$ cat src/hw/rtl/ats_pkg.sv
package ats_pkg;

  // Table and script sizes
  localparam int ENTRIES       = 32;
  localparam int SCRIPT_WORDS  = 1024;
  localparam int TILE_SIZE     = 128;
  localparam int TILES_PER_ROW = 8;

  localparam int CNT_W      = $clog2(ENTRIES + 1);
  localparam int ENT_IW     = (ENTRIES > 1) ? $clog2(ENTRIES) : 1;
  localparam int SA_W       = $clog2(SCRIPT_WORDS);
  localparam int TILE_SHIFT = $clog2(TILE_SIZE);
  localparam int ROW_SHIFT  = $clog2(TILES_PER_ROW);

  localparam logic [15:0] END_MARK = 16'hFFFF;

  // Operation codes
  localparam logic [2:0] OP_CLEAR  = 3'd0;
  localparam logic [2:0] OP_WRITE  = 3'd1;
  localparam logic [2:0] OP_APPEND = 3'd2;
  localparam logic [2:0] OP_TICK   = 3'd3;
  localparam logic [2:0] OP_LOOKUP = 3'd4;

  typedef struct packed {
    logic [2:0]  op;
    logic [9:0]  script_addr;
    logic [15:0] word_value;
    logic [1:0]  layer_sel;
    logic [9:0]  pos_x;
    logic [9:0]  pos_y;
    logic [15:0] tile_base;
  } in_item_t;

  typedef struct packed {
    logic [15:0] tile_out;
    logic        substituted;
    logic        status;
  } out_item_t;

  typedef struct packed {
    logic [1:0]      layer;
    logic [15:0]     target;
    logic [SA_W-1:0] start;
    logic [SA_W-1:0] ptr;
    logic [15:0]     count;
    logic [15:0]     tile;
  } entry_t;

  typedef enum logic [3:0] {
    S_IDLE,
    S_APP_RD1,
    S_APP_WR,
    S_TK_RD,
    S_TK_EV,
    S_TK_CHK,
    S_TK_P0,
    S_TK_P1,
    S_LK_RD,
    S_LK_SCAN,
    S_DONE
  } state_t;

endpackage

$ cat src/hw/rtl/ats_out_buf.sv
module ats_out_buf (
  input  logic              clk,
  input  logic              rst_n,
  input  logic              load,
  input  ats_pkg::out_item_t load_data,
  output logic              free,
  output logic              out_valid,
  input  logic              out_stall,
  output ats_pkg::out_item_t out_data
);
  import ats_pkg::*;

  logic      out_valid_r, out_valid_nxt;
  out_item_t out_data_r;

  // Take a new result when the register is empty or is being drained
  assign free = !out_valid_r || !out_stall;

  always_comb begin
    out_valid_nxt = out_valid_r;
    if (load) begin
      out_valid_nxt = 1'b1;
    end else if (!out_stall) begin
      out_valid_nxt = 1'b0;
    end
  end

  always_ff @(posedge clk) begin
    if (!rst_n) begin
      out_valid_r <= 1'b0;
    end else begin
      out_valid_r <= out_valid_nxt;
    end
  end

  // Hold the payload until the next load
  always_ff @(posedge clk) begin
    if (load) begin
      out_data_r <= load_data;
    end
  end

  assign out_valid = out_valid_r;
  assign out_data  = out_data_r;

`ifndef SYNTH
  a_load_shows: assert property (@(posedge clk) disable iff (!rst_n)
    load |=> out_valid_r && (out_data_r == $past(load_data)))
    else $error("loaded result not presented");

  a_no_overrun: assert property (@(posedge clk) disable iff (!rst_n)
    load |-> (!out_valid_r || !out_stall))
    else $error("result overwritten before transfer");

  a_drop_on_transfer: assert property (@(posedge clk) disable iff (!rst_n)
    $fell(out_valid_r) |-> $past(!out_stall))
    else $error("result dropped without transfer");
`endif

endmodule

$ cat config.mk
export PLATFORM = sky130hd
export DESIGN_NAME = ats_out_buf
export DESIGN_NICKNAME = d
export VERILOG_FILES = /design/src/hw/rtl/ats_pkg.sv /design/src/hw/rtl/ats_out_buf.sv
export SDC_FILE = /design/constraint.sdc
export NUM_CORES = 1
export LEC_CHECK = 0
export BUFFER_PORTS_ARGS = -buffer_cell sky130_fd_sc_hd__buf_4
export CAP_MARGIN = 0
export CORE_MARGIN = 10
export CORE_UTILIZATION = 37
export DETAILED_ROUTE_END_ITERATION = 6
export GPL_ROUTABILITY_DRIVEN = 0
export PLACE_DENSITY = 0.74
export SLEW_MARGIN = 5
export SYNTH_ARGS = -nofsm -noshare
export SYNTH_HDL_FRONTEND = slang
export SYNTH_SLANG_ARGS = --single-unit
$ cat constraint.sdc
create_clock -name clk -period 0.8 [get_ports clk]
set_input_delay 0.12 -clock clk [delete_from_list [all_inputs] [get_ports clk]]
set_output_delay 0.12 -clock clk [all_outputs]
set_load 0.02 [all_outputs]
Word level (Yosys, flattened, before mapping)

Cells that the tools add are included.

Output and inout bits: 20
Flip-flop bits (word level): 19

Muxes and demuxes: 2
Equality and inequality tests: 1
Reduce and logical (&&, ||, !) cells: 3

Operator list:

| operator                             | count |
|---|---|
| logical NOT 1 bit                    | 2 |
| two-way mux 1 bit                    | 2 |
| != test 2 bit, second input constant | 1 |
| logical OR 1 bit                     | 1 |

Longest topological paths before layout

Word-level depth: 2
Gate-level depth with buffers: 2
Gate-level depth less buffers: 2

Worst setup path after synthesis

OpenSTA, ideal clock, no wires.

Path kind: register to output
Start: register out_valid_r (netlist: out_valid)
End: output free
Buffers on the path: 0
Required time: 0.680 ns
Cell stages (with the launch flop): 2
Arrival time: 0.624 ns
Setup slack: 0.056 ns
Cell sequence: dfxtp_1 -> nand2_1

Longest elaborated chain between the ends: 2

RTL lines:

| what                   | line              | source |
|---|---|---|
| start, declared        | ats_out_buf.sv:13 | `logic out_valid_r, out_valid_nxt;` |
| start signal, assigned | ats_out_buf.sv:32 | `out_valid_r <= out_valid_nxt;` |
| logical NOT 1 bit      | ats_out_buf.sv:17 | `assign free = !out_valid_r \|\| !out_stall;` |
| logical OR 1 bit       | ats_out_buf.sv:17 |  |
| end, declared          | ats_out_buf.sv:6  | `output logic free,` |

Every way passes these cells.

Final worst setup path

Start: register out_data_r (netlist bit out_data[5])
End: output out_data[5] (netlist bit)

RTL lines:

| what                   | line              | source |
|---|---|---|
| start, declared        | ats_out_buf.sv:14 | `out_item_t out_data_r;` |
| start signal, assigned | ats_out_buf.sv:39 | `out_data_r <= load_data;` |
| end, declared          | ats_out_buf.sv:9  | `output ats_pkg::out_item_t out_data` |

No word-level cell between the ends.

==> key figures <==
Min path
  • WHS Path Cells: 1
  • Hold crit path type: input port to flop
  • Worst Min Path Start: load_data[13]
  • Worst Hold End: out_data[13]

Yosys
  • Synth Net Count: 44
  • Top cell type's share of synthesized area: 93.9%
  • Yosys warns: 0
  • Number of distinct library cells after synthesis: 5
  • Synthesized cell area: 576 um^2
  • Sequential fraction of the synthesis area: 97.4%
  • Synth top area cells: edfxtp_1, dfxtp_1, nor2b_1
  • Yosys top cell by area: edfxtp_1
  • Cells after synthesis: 22
  • Synthesized flop and latch total: 19
  • Avg Inst Size Synth: 26.2 um^2

Floorplanning
  • Die area: 3530 um^2
  • IO Pins: 42
  • Die Span Y: 59.4 um
  • Core area: 1490 um^2
  • FP Rows: 14
  • Initial Util: 38.7%
  • Die width: 59.4 um

Setup path
  • Worst Path Required: 680 ps
  • FF-to-FF path depth: 2
  • FF-to-FF Start: out_valid
  • WP buf/inv: 1
  • Reg2Reg Capture Point: out_valid
  • Reg2reg setup slack: 180 ps
  • Crit Path Class: flop to primary output
  • Worst setup EP type: primary output
  • CP Max Fanout: 1
  • Worst path arrival time: 830 ps
  • CP max stage delay: 410 ps
  • Largest delay contributor family on the critical path: flip-flops
  • CP cell instances: buf_6
  • CP Launch Type: flop
  • Worst-path cell with the longest stage delay: edfxtp_1

Global routing
  • Initial antenna violation count: 0
  • Grt total ovfl: 0
  • Total GRT Usage: 7.59%
  • Vias in the first global route: 389
  • Largest net degree at the start of global routing: 20
  • First-pass GRT wire length: 2.01 mm

CTS
  • Worst-skew pair later-pin latency: 270 ps
  • Number of CTS-inserted buffers: 3
  • Clock-pin slew on the worst setup and hold paths: 90 ps
  • H-tree levels: 1
  • Clock root buffer: clkbuf_4
  • CTS tree: yes
  • Clk sinks: 19
  • Clock buffer depth: 2

STA
  • Setup violators final: 20
  • Hold_ws: 19.9 ps
  • Setup ws final: -154 ps
  • Setup repair after global routing missed its margin: true
  • Tightest Pin Transition: 231 ps
  • Hold Fails Final Rpt: 0
  • Fin crit share: 119%
  • Max Slew Vio Count: 0
  • Max Fclk: 1050 MHz
  • Tmin final: 954 ps
  • Worst Clk Skew: 0 ps
  • Worst slew margin: 84.6%

Power
  • Leak: 0.000498 uW
  • VDD IR max: 1.24 mV
  • Power Total: 2090 uW
  • Power Density: 1770 nW/um^2

Routing
  • 1st-iter DRT viols: 10
  • Routed len/inst: 16.0 um
  • Post-route DRC: 0
  • Highest Signal Layer: met3
  • Wire length on met3: 149 um
  • Drt via density: 4.26
  • Final WL: 1.60 mm
  • DR pass1 iterations: 4
  • Vias: 426
  • Wire length on met1: 497 um
  • Routed wl met2: 950 um
  • Routed Antenna Nets: 0

Outcome
  • Status: complete, but fails checks
  • Failing checks: setup timing

Layout
  • Share of post-route cells with drive strength above 1: 54.8%
  • Commonest non-fill, non-tap cell in the layout: buf_4
  • Area grow syn2layout: 105%
  • Most frequent cells in the layout: buf_4, buf_6, edfxtp_1
  • Number of diodes: 0
  • Nets: 107

Placed design
  • Port bufs: 41

Run
  • Max_cap viols: 0
-- report_power, final --
| part | switching, uW | internal [uW] |
|---|---|---|
| Clock | 249 | 193 |
| Sequential | 36.1 | 1170 |
| Combinational | 178 | 260 |
-- timing repair --
| action | in CTS | in global routing |
|---|---|---|
| gates cloned | 0 | 0 |
| pin swaps | 0 | 1 |
| hold buffers | 0 | 17 |
| resized for setup | 19 | 3 |
| endpoints found under the hold margin | 0 | 17 |
| endpoints found under the setup margin | 20 | 20 |
| setup buffers | 0 | 0 |
-- layer usage --
layer | global-route usage, % | up-vias
met1 | 7.53 | 198
met4 | 0.984 | 0
li1 | - | 209
met5 | 0 | -
met3 | 3.22 | 0
met2 | 14.4 | 19
-- state kept, by name, indices dropped and copies added, names as in the netlist --
name,cells
out_data,18
out_valid,1
-- metrics by stage --
stage	setup TNS, ps	utilization, %	cells	cell area, um^2	worst slack [ps]
after floorplan	0	-	22	576	56.0
after global placement	0	60.7	79	903	130
after detailed placement	0	60.7	79	903	111
after CTS	-2850	67.1	83	998	-170
after global routing	-3540	79.2	100	1180	-198
final	-2630	79.2	100	1180	-154
-- cell usage after synthesis, drive strengths merged --
cell    instances
a21oi           1
dfxtp           1
edfxtp         18
nand2           1
nor2b           1
-- cells by family (layout without fill, tap and decap cells) --
family                 Yosys count  after routing  share of synthesized area (%)
flip-flops                      19             19                           97.4
AND/OR/NAND/NOR                  2              2                           1.74
AO/OA/AOI/OAI                    1              1                          0.869
buffers and inverters            0             62                              0
-- final cells by class --
type / count / area, um^2
Clock buffer: 4 / 26.3
Timing Repair Buffer: 58 / 553
Sequential cell: 19 / 562
Fill cell: 87 / 310
Multi-Input combinational cell: 3 / 17.5
Tap cell: 16 / 20.0
-- worst max path at each step --
| stage | from | endpoint | slack (ps) | depth (start not counted) |
|---|---|---|---|---|
| floorplan | out_valid | free | 60 | 1 |
| global placement | load | out_data[9] | 130 | 1 |
| detailed placement | load | out_data[17] | 110 | 1 |
| CTS | out_data[5] | out_data[5] | -170 | 1 |
| global route | out_data[9] | out_data[9] | -200 | 1 |
| finish | out_data[5] | out_data[5] | -150 | 1 |
No activity file was read; power rests on OpenSTA's default activity.
